`src/lfa_pkg.sv`:
```
`timescale 1ns / 1ps

package lfa_pkg;

    // Counter width default
    localparam int DEFAULT_COUNT_BITS = 20;

    // Fixed-point constants
    localparam logic [31:0] LN2_Q32 = 32'd2977044472;
    localparam logic [31:0] ONE_Q16 = 32'd65536;

    // Loss mode codes
    localparam logic [1:0] MODE_SQ_ERR  = 2'd0;
    localparam logic [1:0] MODE_ABS_ERR = 2'd1;
    localparam logic [1:0] MODE_XENT    = 2'd2;
    localparam logic [1:0] MODE_BIN_LOG = 2'd3;

    // Register index of loss_mode
    localparam logic REG_LOSS_MODE = 1'b0;

    typedef enum logic [3:0] {
        ST_IDLE,
        ST_CALC,
        ST_MSQ,
        ST_NORM,
        ST_SQR,
        ST_LNMUL,
        ST_TMUL,
        ST_ACCUM,
        ST_DIVSET,
        ST_DIV,
        ST_DONE
    } lfa_state_t;

endpackage

```
`src/loss_function_accumulator_unit.sv`:
```
`timescale 1ns / 1ps
// In cross entropy and binary log loss the log cost of a pair is set by one 34x34 multiplier
// used for 16 squarings.
// For a last pair the mean comes from a restoring divider, one quotient bit a cycle.
// The input is not ready while a pair is being worked on.
// Reset (aresetn low, synchronous): mode 0, accumulator, counter and flags cleared.
module loss_function_accumulator_unit #(
    parameter int COUNT_BITS = lfa_pkg::DEFAULT_COUNT_BITS
) (
    input  logic               aclk,
    input  logic               aresetn,
    // input channel
    input  logic               s_valid,
    output logic               s_ready,
    input  logic signed [31:0] s_true_value,
    input  logic signed [31:0] s_predicted_value,
    input  logic               s_last_pair,
    // result channel
    output logic               m_valid,
    input  logic               m_ready,
    output logic signed [31:0] m_mean_loss,
    output logic        [19:0] m_pair_count,
    output logic               m_saturated,
    // configuration port
    input  logic               psel,
    input  logic               penable,
    input  logic               pwrite,
    input  logic        [2:0]  paddr,
    input  logic        [31:0] pwdata,
    output logic        [31:0] prdata,
    output logic               pready
);
    import lfa_pkg::*;

    localparam logic [COUNT_BITS-1:0] CNT_MAX = {COUNT_BITS{1'b1}};

    lfa_state_t state_reg, state_next;

    logic        [1:0]            mode_reg;
    logic signed [31:0]           y_reg, y_next;
    logic signed [31:0]           p_reg, p_next;
    logic                         last_reg, last_next;
    logic        [31:0]           ad_reg, ad_next;
    logic        [31:0]           pc_reg, pc_next;
    logic        [31:0]           m_reg, m_next;
    logic        [4:0]            shamt_reg, shamt_next;
    logic        [15:0]           frac_reg, frac_next;
    logic        [5:0]            step_reg, step_next;
    logic                         pass_reg, pass_next;
    logic signed [33:0]           ln_reg, ln_next;
    logic signed [65:0]           term_reg, term_next;
    logic signed [63:0]           sum_reg, sum_next;
    logic        [COUNT_BITS-1:0] cnt_reg, cnt_next;
    logic                         ovf_reg, ovf_next;
    logic        [63:0]           quo_reg, quo_next;
    logic        [COUNT_BITS-1:0] rem_reg, rem_next;
    logic                         neg_reg, neg_next;
    logic                         m_valid_reg, m_valid_next;
    logic signed [31:0]           mean_reg, mean_next;
    logic        [19:0]           pcnt_reg, pcnt_next;
    logic                         sat_reg, sat_next;

    // Shared multiplier
    logic signed [33:0] mul_a, mul_b;
    logic signed [67:0] mul_p;

    logic signed [32:0]       diff;
    logic        [31:0]       sq;
    logic        [5:0]        lg_hi;
    logic signed [67:0]       ln_sum;
    logic signed [65:0]       term_shr;
    logic signed [63:0]       term64;
    logic signed [64:0]       acc_sum;
    logic        [COUNT_BITS:0] trial;
    logic                     norm_zero;
    logic        [4:0]        norm_step;
    logic                     out_free;
    logic                     cfg_write;

    assign mul_p     = mul_a * mul_b;
    assign diff      = 33'(y_reg) - 33'(p_reg);
    assign sq        = mul_p[61:30];
    assign lg_hi     = 6'd14 - {1'b0, shamt_reg};
    assign ln_sum    = mul_p + (68'sd1 <<< 31);
    assign term_shr  = term_reg >>> 16;
    assign term64    = mode_reg[1] ? term_shr[63:0] : term_reg[63:0];
    assign acc_sum   = {sum_reg[63], sum_reg} + {term64[63], term64};
    assign trial     = {rem_reg, quo_reg[63]};
    assign out_free  = !m_valid_reg || m_ready;
    assign cfg_write = psel && penable && pwrite && pready;

    // Zero test and shift amount of the current normalization step
    always_comb begin
        case (step_reg[2:0])
            3'd0:    begin norm_zero = (m_reg[30:15] == '0); norm_step = 5'd16; end
            3'd1:    begin norm_zero = (m_reg[30:23] == '0); norm_step = 5'd8;  end
            3'd2:    begin norm_zero = (m_reg[30:27] == '0); norm_step = 5'd4;  end
            3'd3:    begin norm_zero = (m_reg[30:29] == '0); norm_step = 5'd2;  end
            default: begin norm_zero = !m_reg[30];           norm_step = 5'd1;  end
        endcase
    end

    // Select multiplier operands
    always_comb begin
        mul_a = '0;
        mul_b = '0;
        unique case (state_reg)
            ST_MSQ: begin
                mul_a = $signed({2'b00, ad_reg});
                mul_b = $signed({2'b00, ad_reg});
            end
            ST_SQR: begin
                mul_a = $signed({2'b00, m_reg});
                mul_b = $signed({2'b00, m_reg});
            end
            ST_LNMUL: begin
                mul_a = $signed({{12{lg_hi[5]}}, lg_hi, frac_reg});
                mul_b = $signed({2'b00, LN2_Q32});
            end
            ST_TMUL: begin
                mul_a = pass_reg ? ($signed({2'b00, ONE_Q16}) - 34'(y_reg)) : 34'(y_reg);
                mul_b = ln_reg;
            end
            default: begin
                mul_a = '0;
                mul_b = '0;
            end
        endcase
    end

    // Next state
    always_comb begin
        state_next = state_reg;
        unique case (state_reg)
            ST_IDLE:   if (s_valid) state_next = ST_CALC;
            ST_CALC: begin
                unique case (mode_reg)
                    MODE_SQ_ERR:  state_next = ST_MSQ;
                    MODE_ABS_ERR: state_next = ST_ACCUM;
                    default:      state_next = ST_NORM;
                endcase
            end
            ST_MSQ:    state_next = ST_ACCUM;
            ST_NORM:   if (step_reg == 6'd4) state_next = ST_SQR;
            ST_SQR:    if (step_reg == 6'd15) state_next = ST_LNMUL;
            ST_LNMUL:  state_next = ST_TMUL;
            ST_TMUL: begin
                if (mode_reg == MODE_BIN_LOG && !pass_reg) state_next = ST_NORM;
                else state_next = ST_ACCUM;
            end
            ST_ACCUM:  state_next = last_reg ? ST_DIVSET : ST_IDLE;
            ST_DIVSET: state_next = ST_DIV;
            ST_DIV:    if (step_reg == 6'd63) state_next = ST_DONE;
            ST_DONE:   if (out_free) state_next = ST_IDLE;
            default:   state_next = ST_IDLE;
        endcase
    end

    // Datapath and outputs
    always_comb begin
        y_next       = y_reg;
        p_next       = p_reg;
        last_next    = last_reg;
        ad_next      = ad_reg;
        pc_next      = pc_reg;
        m_next       = m_reg;
        shamt_next   = shamt_reg;
        frac_next    = frac_reg;
        step_next    = step_reg;
        pass_next    = pass_reg;
        ln_next      = ln_reg;
        term_next    = term_reg;
        sum_next     = sum_reg;
        cnt_next     = cnt_reg;
        ovf_next     = ovf_reg;
        quo_next     = quo_reg;
        rem_next     = rem_reg;
        neg_next     = neg_reg;
        mean_next    = mean_reg;
        pcnt_next    = pcnt_reg;
        sat_next     = sat_reg;
        m_valid_next = m_valid_reg && !m_ready;
        s_ready      = (state_reg == ST_IDLE);

        unique case (state_reg)
            ST_IDLE: begin
                // capture the pair
                if (s_valid) begin
                    y_next    = s_true_value;
                    p_next    = s_predicted_value;
                    last_next = s_last_pair;
                end
            end
            ST_CALC: begin
                // absolute difference and clipped probability
                ad_next = diff[32] ? 32'(-diff) : diff[31:0];
                if (p_reg < 32'sd1) begin
                    pc_next = 32'd1;
                end else if (mode_reg == MODE_BIN_LOG && p_reg > 32'sd65535) begin
                    pc_next = 32'd65535;
                end else begin
                    pc_next = p_reg;
                end
                m_next     = pc_next;
                term_next  = {34'd0, ad_next};
                shamt_next = '0;
                frac_next  = '0;
                step_next  = '0;
                pass_next  = 1'b0;
            end
            ST_MSQ: begin
                term_next = {18'd0, mul_p[63:16]};
            end
            ST_NORM: begin
                // shift the leading one up to bit 30
                if (norm_zero) begin
                    m_next     = m_reg << norm_step;
                    shamt_next = shamt_reg + norm_step;
                end
                step_next = (step_reg == 6'd4) ? 6'd0 : step_reg + 6'd1;
            end
            ST_SQR: begin
                // one log2 fraction bit per squaring
                if (sq[31]) begin
                    m_next = sq >> 1;
                    frac_next[4'd15 - step_reg[3:0]] = 1'b1;
                end else begin
                    m_next = sq;
                end
                step_next = (step_reg == 6'd15) ? 6'd0 : step_reg + 6'd1;
            end
            ST_LNMUL: begin
                ln_next = ln_sum[65:32];
            end
            ST_TMUL: begin
                term_next = pass_reg ? term_reg + mul_p[65:0] : mul_p[65:0];
                if (mode_reg == MODE_BIN_LOG && !pass_reg) begin
                    pass_next  = 1'b1;
                    m_next     = ONE_Q16 - pc_reg;
                    shamt_next = '0;
                    frac_next  = '0;
                    step_next  = '0;
                end
            end
            ST_ACCUM: begin
                // saturating accumulate and count
                if (acc_sum[64] != acc_sum[63]) begin
                    sum_next = acc_sum[64] ? {1'b1, 63'd0} : {1'b0, {63{1'b1}}};
                    ovf_next = 1'b1;
                end else begin
                    sum_next = acc_sum[63:0];
                end
                if (cnt_reg == CNT_MAX) ovf_next = 1'b1;
                else cnt_next = cnt_reg + 1'b1;
            end
            ST_DIVSET: begin
                quo_next  = sum_reg[63] ? 64'(-sum_reg) : sum_reg;
                rem_next  = '0;
                step_next = '0;
                neg_next  = sum_reg[63] ^ mode_reg[1];
            end
            ST_DIV: begin
                // one restoring quotient bit
                if (trial >= {1'b0, cnt_reg}) begin
                    rem_next = COUNT_BITS'(trial - {1'b0, cnt_reg});
                    quo_next = {quo_reg[62:0], 1'b1};
                end else begin
                    rem_next = trial[COUNT_BITS-1:0];
                    quo_next = {quo_reg[62:0], 1'b0};
                end
                step_next = step_reg + 6'd1;
            end
            ST_DONE: begin
                // clamp, load the result register and clear the vector state
                if (out_free) begin
                    sat_next = ovf_reg;
                    if (neg_reg) begin
                        if (quo_reg > 64'h8000_0000) begin
                            mean_next = 32'sh8000_0000;
                            sat_next  = 1'b1;
                        end else begin
                            mean_next = 32'(-quo_reg[31:0]);
                        end
                    end else begin
                        if (quo_reg > 64'h7FFF_FFFF) begin
                            mean_next = 32'sh7FFF_FFFF;
                            sat_next  = 1'b1;
                        end else begin
                            mean_next = quo_reg[31:0];
                        end
                    end
                    pcnt_next    = 20'(cnt_reg);
                    m_valid_next = 1'b1;
                    sum_next     = '0;
                    cnt_next     = '0;
                    ovf_next     = 1'b0;
                end
            end
            default: begin
                s_ready = 1'b0;
            end
        endcase
    end

    // Control registers
    always_ff @(posedge aclk) begin
        if (!aresetn) begin
            state_reg   <= ST_IDLE;
            mode_reg    <= MODE_SQ_ERR;
            sum_reg     <= '0;
            cnt_reg     <= '0;
            ovf_reg     <= 1'b0;
            m_valid_reg <= 1'b0;
        end else begin
            state_reg   <= state_next;
            sum_reg     <= sum_next;
            cnt_reg     <= cnt_next;
            ovf_reg     <= ovf_next;
            m_valid_reg <= m_valid_next;
            if (cfg_write && paddr[2] == REG_LOSS_MODE) mode_reg <= pwdata[1:0];
        end
    end

    // Payload registers
    always_ff @(posedge aclk) begin
        y_reg     <= y_next;
        p_reg     <= p_next;
        last_reg  <= last_next;
        ad_reg    <= ad_next;
        pc_reg    <= pc_next;
        m_reg     <= m_next;
        shamt_reg <= shamt_next;
        frac_reg  <= frac_next;
        step_reg  <= step_next;
        pass_reg  <= pass_next;
        ln_reg    <= ln_next;
        term_reg  <= term_next;
        quo_reg   <= quo_next;
        rem_reg   <= rem_next;
        neg_reg   <= neg_next;
        mean_reg  <= mean_next;
        pcnt_reg  <= pcnt_next;
        sat_reg   <= sat_next;
    end

    assign m_valid      = m_valid_reg;
    assign m_mean_loss  = mean_reg;
    assign m_pair_count = pcnt_reg;
    assign m_saturated  = sat_reg;
    assign pready       = 1'b1;
    assign prdata       = (paddr[2] == REG_LOSS_MODE) ? {30'd0, mode_reg} : 32'd0;

endmodule

```
`config.mk`:
```
export PLATFORM = sky130hd
export DESIGN_NAME = loss_function_accumulator_unit
export DESIGN_NICKNAME = d
export VERILOG_FILES = /design/src/lfa_pkg.sv /design/src/loss_function_accumulator_unit.sv
export SDC_FILE = /design/constraint.sdc
export NUM_CORES = 2
export LEC_CHECK = 0
export BUFFER_PORTS_ARGS = -buffer_cell sky130_fd_sc_hd__buf_2
export CORE_MARGIN = 4
export CORE_UTILIZATION = 40
export DETAILED_ROUTE_END_ITERATION = 10
export PLACE_DENSITY = 0.59
export SYNTH_ARGS = -nofsm -noshare
export SYNTH_HDL_FRONTEND = slang
export SYNTH_SLANG_ARGS = --single-unit
export TNS_END_PERCENT = 1
```
`constraint.sdc`:
```
create_clock -name aclk -period 15.2 [get_ports aclk]
set_input_delay 3.8 -clock aclk [delete_from_list [all_inputs] [get_ports aclk]]
set_output_delay 3.8 -clock aclk [all_outputs]
set_load 0.02 [all_outputs]
```
## Yosys cells after proc, flatten, opt, wreduce, memory -nomap -nowiden

Index checks and enable logic that the tools add are counted.

| storage, ports and cells | value |
|---|---|
| register bits after elaboration | 519 |
| bits of input ports | 107 |
| output and inout port bits | 88 |

| operators by class | value |
|---|---|
| $add $sub $neg | 15 |
| multipliers | 1 |
| $lt $le $gt $ge | 7 |
| equality and inequality tests | 30 |
| shifts and indexed selects | 1 |
| mux-type cells | 64 |
| bitwise logic cells | 3 |
| reduce and logical (&&, ||, !) cells | 39 |

Operator list:

| operator | count |
|---|---|
| $mux 64 | 5 |
| $pmux 34 s4 | 2 |
| $mux 32 | 8 |
| $pmux 64 s2 | 2 |
| $pmux 66 s3 | 1 |
| $pmux 32 s4 | 1 |
| $pmux 20 s2 | 2 |
| $add 66x33->66 const B | 1 |
| $add 66x66->66 | 1 |
| $mul 34x34->66 | 1 |
| $mux 66 | 1 |
| $add 64x64->65 | 1 |
| $gt 64x31->1 const B | 1 |
| $gt 64x32->1 const B | 1 |
| $neg 32->32 | 2 |
| $neg 64->64 | 1 |
| $mux 20 | 3 |
| $pmux 16 s3 | 1 |
| $pmux 4 s11 | 1 |
| $mux 34 | 1 |
| $sub 18x32->33 const A | 1 |
| $sub 32x32->33 | 1 |
| $gt 32x17->1 const B | 1 |
| $lt 32x2->1 const B | 1 |
| other kinds (60) | 119 |

## Logic depth before layout (Yosys ltp)

| logic depth | value |
|---|---|
| depth in word-level cells | 8 |
| mapped depth | 53 |

## Worst setup path after synthesis

Ideal clock, no wire load.

| timing | value |
|---|---|
| kind | register -> register |
| start point | reg state_reg[2] |
| end point | reg term_reg[59] (data pin) |
| setup time | 0.272 ns |
| arrival time | 12.338 ns |
| required time | 14.928 ns |
| path slack | 2.590 ns |
| stages on the path, launching flop included | 46 |
| path buffers | 5 |
| path through | dfxtp_1 -> clkbuf_1 -> nor2b_1 -> clkbuf_1 -> nand2_1 -> clkinv_1 -> clkbuf_1 -> clkbuf_1 -> nand2_1 -> o211ai_1 -> clkbuf_1 -> nand2_1 -> fa_1 -> inv_1 -> fa_1 -> inv_1 -> fa_1 -> inv_1 -> [... 10 more ...] -> a21oi_1 -> nand3_1 -> or3_1 -> o21ai_1 -> o21bai_1 -> xor2_1 -> ha_1 -> a21oi_1 -> o21ai_0 -> o21bai_1 -> a21o_1 -> a221o_1 -> o41a_1 -> nand3_1 -> a21boi_0 -> o21ai_0 -> mux2i_1 -> o211ai_1 |

| on the way | value |
|---|---|
| cells in the longest elaborated chain, start to end | 6 |
| elaborated cells on any way between the ends | 11 |
| those cells by class | 1 x add/sub; 1 x mul; 5 x eq/ne; 4 x mux |

Ends and longest elaborated chain:

| element | RTL line | source |
|---|---|---|
| start, declared | loss_function_accumulator_unit.sv:37 | `lfa_state_t state_reg, state_next;` |
| start signal, assigned | loss_function_accumulator_unit.sv:315 | `state_reg <= state_next;` |
| $eq 4x3->1, or another cell as far along | loss_function_accumulator_unit.sv:107, loss_function_accumulator_unit.sv:185 |  |
| $pmux 34 s4 | loss_function_accumulator_unit.sv:107 | `unique case (state_reg)` |
| $mul 34x34->66 | loss_function_accumulator_unit.sv:80 | `assign mul_p = mul_a * mul_b;` |
| $add 66x66->66 | loss_function_accumulator_unit.sv:236 | `term_next = pass_reg ? term_reg + mul_p[65:0] : mul_p[65:0];` |
| $mux 66 | loss_function_accumulator_unit.sv:236 |  |
| $pmux 66 s3 * | loss_function_accumulator_unit.sv:185 | `unique case (state_reg)` |
| net term_next[59] | loss_function_accumulator_unit.sv:51 | `logic signed [65:0] term_reg, term_next;` |
| end signal, assigned | loss_function_accumulator_unit.sv:337 | `term_reg <= term_next;` |
| end, declared | loss_function_accumulator_unit.sv:51 |  |

The timed path passes the listed nets; every way through them passes the cells marked *.
A chain may end at the register's enable or synchronous reset.

## Final worst setup path

| timing | value |
|---|---|
| start point | reg y_reg[9] |
| end point | reg term_reg[58] (data pin) |

| on the way | value |
|---|---|
| cells in the longest elaborated chain, start to end | 7 |

Ends and longest elaborated chain:

| element | RTL line | source |
|---|---|---|
| start, declared | loss_function_accumulator_unit.sv:40 | `logic signed [31:0] y_reg, y_next;` |
| start signal, assigned | loss_function_accumulator_unit.sv:326 | `y_reg <= y_next;` |
| $sub 18x32->33 | loss_function_accumulator_unit.sv:121 | `mul_a = pass_reg ? ($signed({2'b00, ONE_Q16}) - 34'(y_reg)) : 34'(y_reg);` |
| $mux 34 * | loss_function_accumulator_unit.sv:121 |  |
| $pmux 34 s4 * | loss_function_accumulator_unit.sv:107 |  |
| $mul 34x34->66 * | loss_function_accumulator_unit.sv:80 |  |
| $add 66x66->66 | loss_function_accumulator_unit.sv:236 |  |
| $mux 66 * | loss_function_accumulator_unit.sv:236 |  |
| $pmux 66 s3 * | loss_function_accumulator_unit.sv:185 |  |
| net term_next[58] | loss_function_accumulator_unit.sv:51 |  |

Marked as above.

==> Flow_metrics.wiki <==
{| class="wikitable"
! Metric !! Value
|-
| Flip-flop count of the largest register after layout || 66
|-
| Worst path slowest cell || o211ai_1
|-
| Final core utilization || 43.3%
|-
| Residual DRC count || 0
|-
| Htree depth || 2
|-
| Clk Latency, worst-skew pair || 0.69 ns
|-
| First-pass GRT wire length || 428000 µm
|-
| Synth warn || 0
|-
| M1 WL || 119000 µm
|-
| Met2 wire length || 126000 µm
|-
| Number of buffers between clock root and the deepest sink || 3
|-
| Detailed Route Iter0 Violations || 6900
|-
| Die boundary width || 454 µm
|-
| Die span in y || 454 µm
|-
| Layout Skew || 0.0513 ns
|-
| Post-route ant nets || 0
|-
| Endpoint arrival time on the critical path || 14.65 ns
|-
| Worst IR drop on VDD || 0.194 mV
|-
| Port buffer count || 131
|-
| Max layer used || met5
|-
| Outcome || finished clean
|-
| Category of the worst setup path launch point || register
|-
| Post-synth EDFFs || 427
|-
| GRT Residual Overflow || 0
|-
| Library cell appearing most often on the critical path || fa_1
|-
| Footprint of the multi-input gates || 57700 µm²
|-
| Full die area || 206000 µm²
|-
| Final worst path period need || 14.21 ns
|-
| Cell count after synthesis || 9036
|-
| Count of cell types in the netlist || 106
|-
| Number of detailed-routing iterations run before antenna repair || 8
|-
| Rows || 163
|-
| Max_cap viols || 0
|-
| Clk root buf || clkbuf_16
|-
| Post-synthesis instance area || 79500 µm²
|-
| Final number of max-transition violations || 0
|-
| NumNets Final || 10720
|-
| Antenna violations before repair || 16
|-
| Sequential cell area in the final layout || 14700 µm²
|-
| Vias in the first global route || 66103
|-
| CTS tree || done
|-
| Fraction of the yosys area taken by sequential cells || 18.4%
|-
| Async set-or-reset flop fraction in the synthesized netlist || 0%
|-
| RSZ-0062 raised after global routing || no
|-
| Largest net degree at the start of global routing || 78
|-
| Area added between synthesis and finish || 7.63%
|-
| All-Layer GR Usage || 27.7%
|-
| Total Negative Setup Slacks || 0 ns
|-
| Maximum cell stage delay along the critical path || 0.90 ns
|-
| Post-CTS Setup Bufs || 0
|-
| Period utilization || 93.5%
|-
| Count of final setup violators || 0
|-
| Main flop type after synthesis || edfxtp_1
|-
| Data required time of the critical path || 15.64 ns
|-
| Worst setup EP type || register
|-
| Vias per std cell || 5.68
|-
| Met3 WL post-DR || 25700 µm
|-
| Number of resized instances in the post-cts repair step || 0
|-
| Power density cells || 218 nW/µm²
|-
| Share of layout cells above drive strength 1 || 7.12%
|-
| Dpl hpwl || 233000 µm
|-
| Transition time at the pin with the least slew margin || 1.27 ns
|-
| Post-synthesis sequential element count || 519
|-
| Clock Pin Slew Worst Setup and Hold Paths || 0.06 ns
|-
| Worst-case headroom to the max-slew limit || 14.6%
|-
| CTS Buf Count || 55
|-
| Type of the setup path with the least slack || register to register
|-
| Number of vias after detailed routing || 66485
|-
| CTS Sinks || 519
|-
| Avg Cell Area, Syn || 8.80 µm²
|-
| Average routed wire per standard cell || 24.6 µm
|-
| Cts-stage hold buffer count || 0
|-
| Count of pins on the block boundary || 195
|-
| Area of the core || 197000 µm²
|-
| Class of the worst hold path || register to register
|-
| Count of fill cells added during filler insertion || 19578
|-
| Initial standard-cell utilization of the core || 40.3%
|-
| Post-detailed-routing wire length || 288000 µm
|-
| Highest net fanout along the worst path || 14
|-
| Final weighted congestion in routability-driven placement || 0.994
|-
| Fmax || 70.4 MHz
|-
| Endpoints failing hold || 0
|-
| Cell leakage power || 39.0 nW
|}
==> layout make-up <==
class	count	area share, %
well taps	2640	3.86
diodes	7	0.0205
multi-input cells	6602	67.5
repair buffers	368	2.86
flip-flops and latches	519	17.1
inverters	1462	6.41
clock inverters	37	0.483
clock buffers	66	1.74
==> metrics by stage <==
stage / std cells / hold WS [ns] / instance area, µm² / total power, mW / worst slack (ns)
floorplan: 9066 / 0.408 / 79600 / 11.2 / 2.59
global placement: 11591 / 0.418 / 83600 / 16.7 / 1.22
detailed placement: 11591 / 0.427 / 83600 / 16.7 / 1.31
CTS: 11694 / 0.440 / 85500 / 18.3 / 1.31
global route: 11694 / 0.463 / 85500 / 19.7 / 0.526
finish: 11701 / 0.440 / 85600 / 18.6 / 0.986
==> cell usage after synthesis (all sizes together) (21+ instances only) <==
library cell	count	share of area (%)
o21a	53	0.50
nand2	1004	4.7
nor4	60	0.51
fa	1204	30
or2	24	0.19
a221o	24	0.30
o211a	24	0.30
nor3	97	0.62
edfxtp	427	16
o21bai	42	0.40
o31ai	34	0.33
o41ai	21	0.24
xor2	187	2.1
buf	66	0.47
xnor2	227	2.5
a21boi	22	0.21
clkbuf	417	2.0
or4	25	0.25
or3	59	0.50
nand2b	60	0.47
o221ai	27	0.30
o311ai	36	0.40
and3	47	0.37
inv	1459	6.9
nor2	1049	5.0
nand3	125	0.79
a21oi	355	2.2
o21ai	435	2.7
o211ai	58	0.55
a222oi	22	0.28
a211oi	51	0.49
a21o	139	1.3
and2	69	0.54
mux2	68	0.97
a31oi	33	0.26
nand4	59	0.46
dfxtp	92	2.3
a22oi	47	0.44
nor2b	45	0.35
mux2i	134	1.7
ha	401	6.3
==> worst paths after layout <==
kind	from	endpoint	slack (ns)	cells after the start
setup / recovery	y_reg[9]	term_reg[58]	0.99	41
hold reg to reg	cnt_reg[9]	m_pair_count[9]	0.44	0
hold / removal	cnt_reg[9]	m_pair_count[9]	0.44	0
setup reg to reg	y_reg[9]	term_reg[58]	0.99	41
==> layout by cell type, fill, tap and decap left out, types with 47 or more instances in the layout <==
cell type	instances
xor2_1	186
buf_2	131
and2_1	64
nor3_1	96
nand4_1	59
inv_1	1450
a211oi_1	49
nor4_1	54
a21oi_1	348
xnor2_1	225
o211ai_1	58
fa_1	1204
clkbuf_16	58
o21ai_1	122
dfxtp_1	89
a22oi_1	47
buf_4	236
o21a_1	52
nand3_1	124
a21o_1	139
ha_1	400
o21ai_0	309
mux2_2	67
or3_1	52
nand2b_1	60
mux2i_1	134
nor2_1	1043
edfxtp_1	427
nand2_1	1001
==> critical path, delay by kind of cell, from the launching register on <==
kind / cells / cell delay [ns]
DFF: 1 / 0.51
buffers and inverters: 7 / 0.88
xor gates and xnor gates: 1 / 0.15
AOI/OAI and AO/OA: 16 / 5.04
and+or+nand+nor: 6 / 2.15
muxes: 1 / 0.15
adders and majority gates: 10 / 5.07
==> cells by family after synthesis <==
| kind of cell | Yosys count | share of synthesized area (%) |
|---|---|---|
| compound gates | 1562 | 12.8 |
| xor+xnor | 414 | 4.56 |
| fa+ha+maj | 1605 | 36.6 |
| buf+inv | 1945 | 9.34 |
| flops | 519 | 18.4 |
| mux | 205 | 2.74 |
| other cells | 2 | 0.00945 |
| simple gates | 2784 | 15.4 |
==> metal layers <==
metal	global-route usage (%)	vias up
li1	-	29405
met1	37.4	33346
met2	42.7	3081
met3	5.46	643
met4	13.6	10
met5	0	-
==> power breakdown <==
group | internal, mW | switching (mW)
clock network | 0.824 | 0.650
logic | 4.50 | 9.91
registers | 2.23 | 0.516
(Power assumes the default switching activity.)
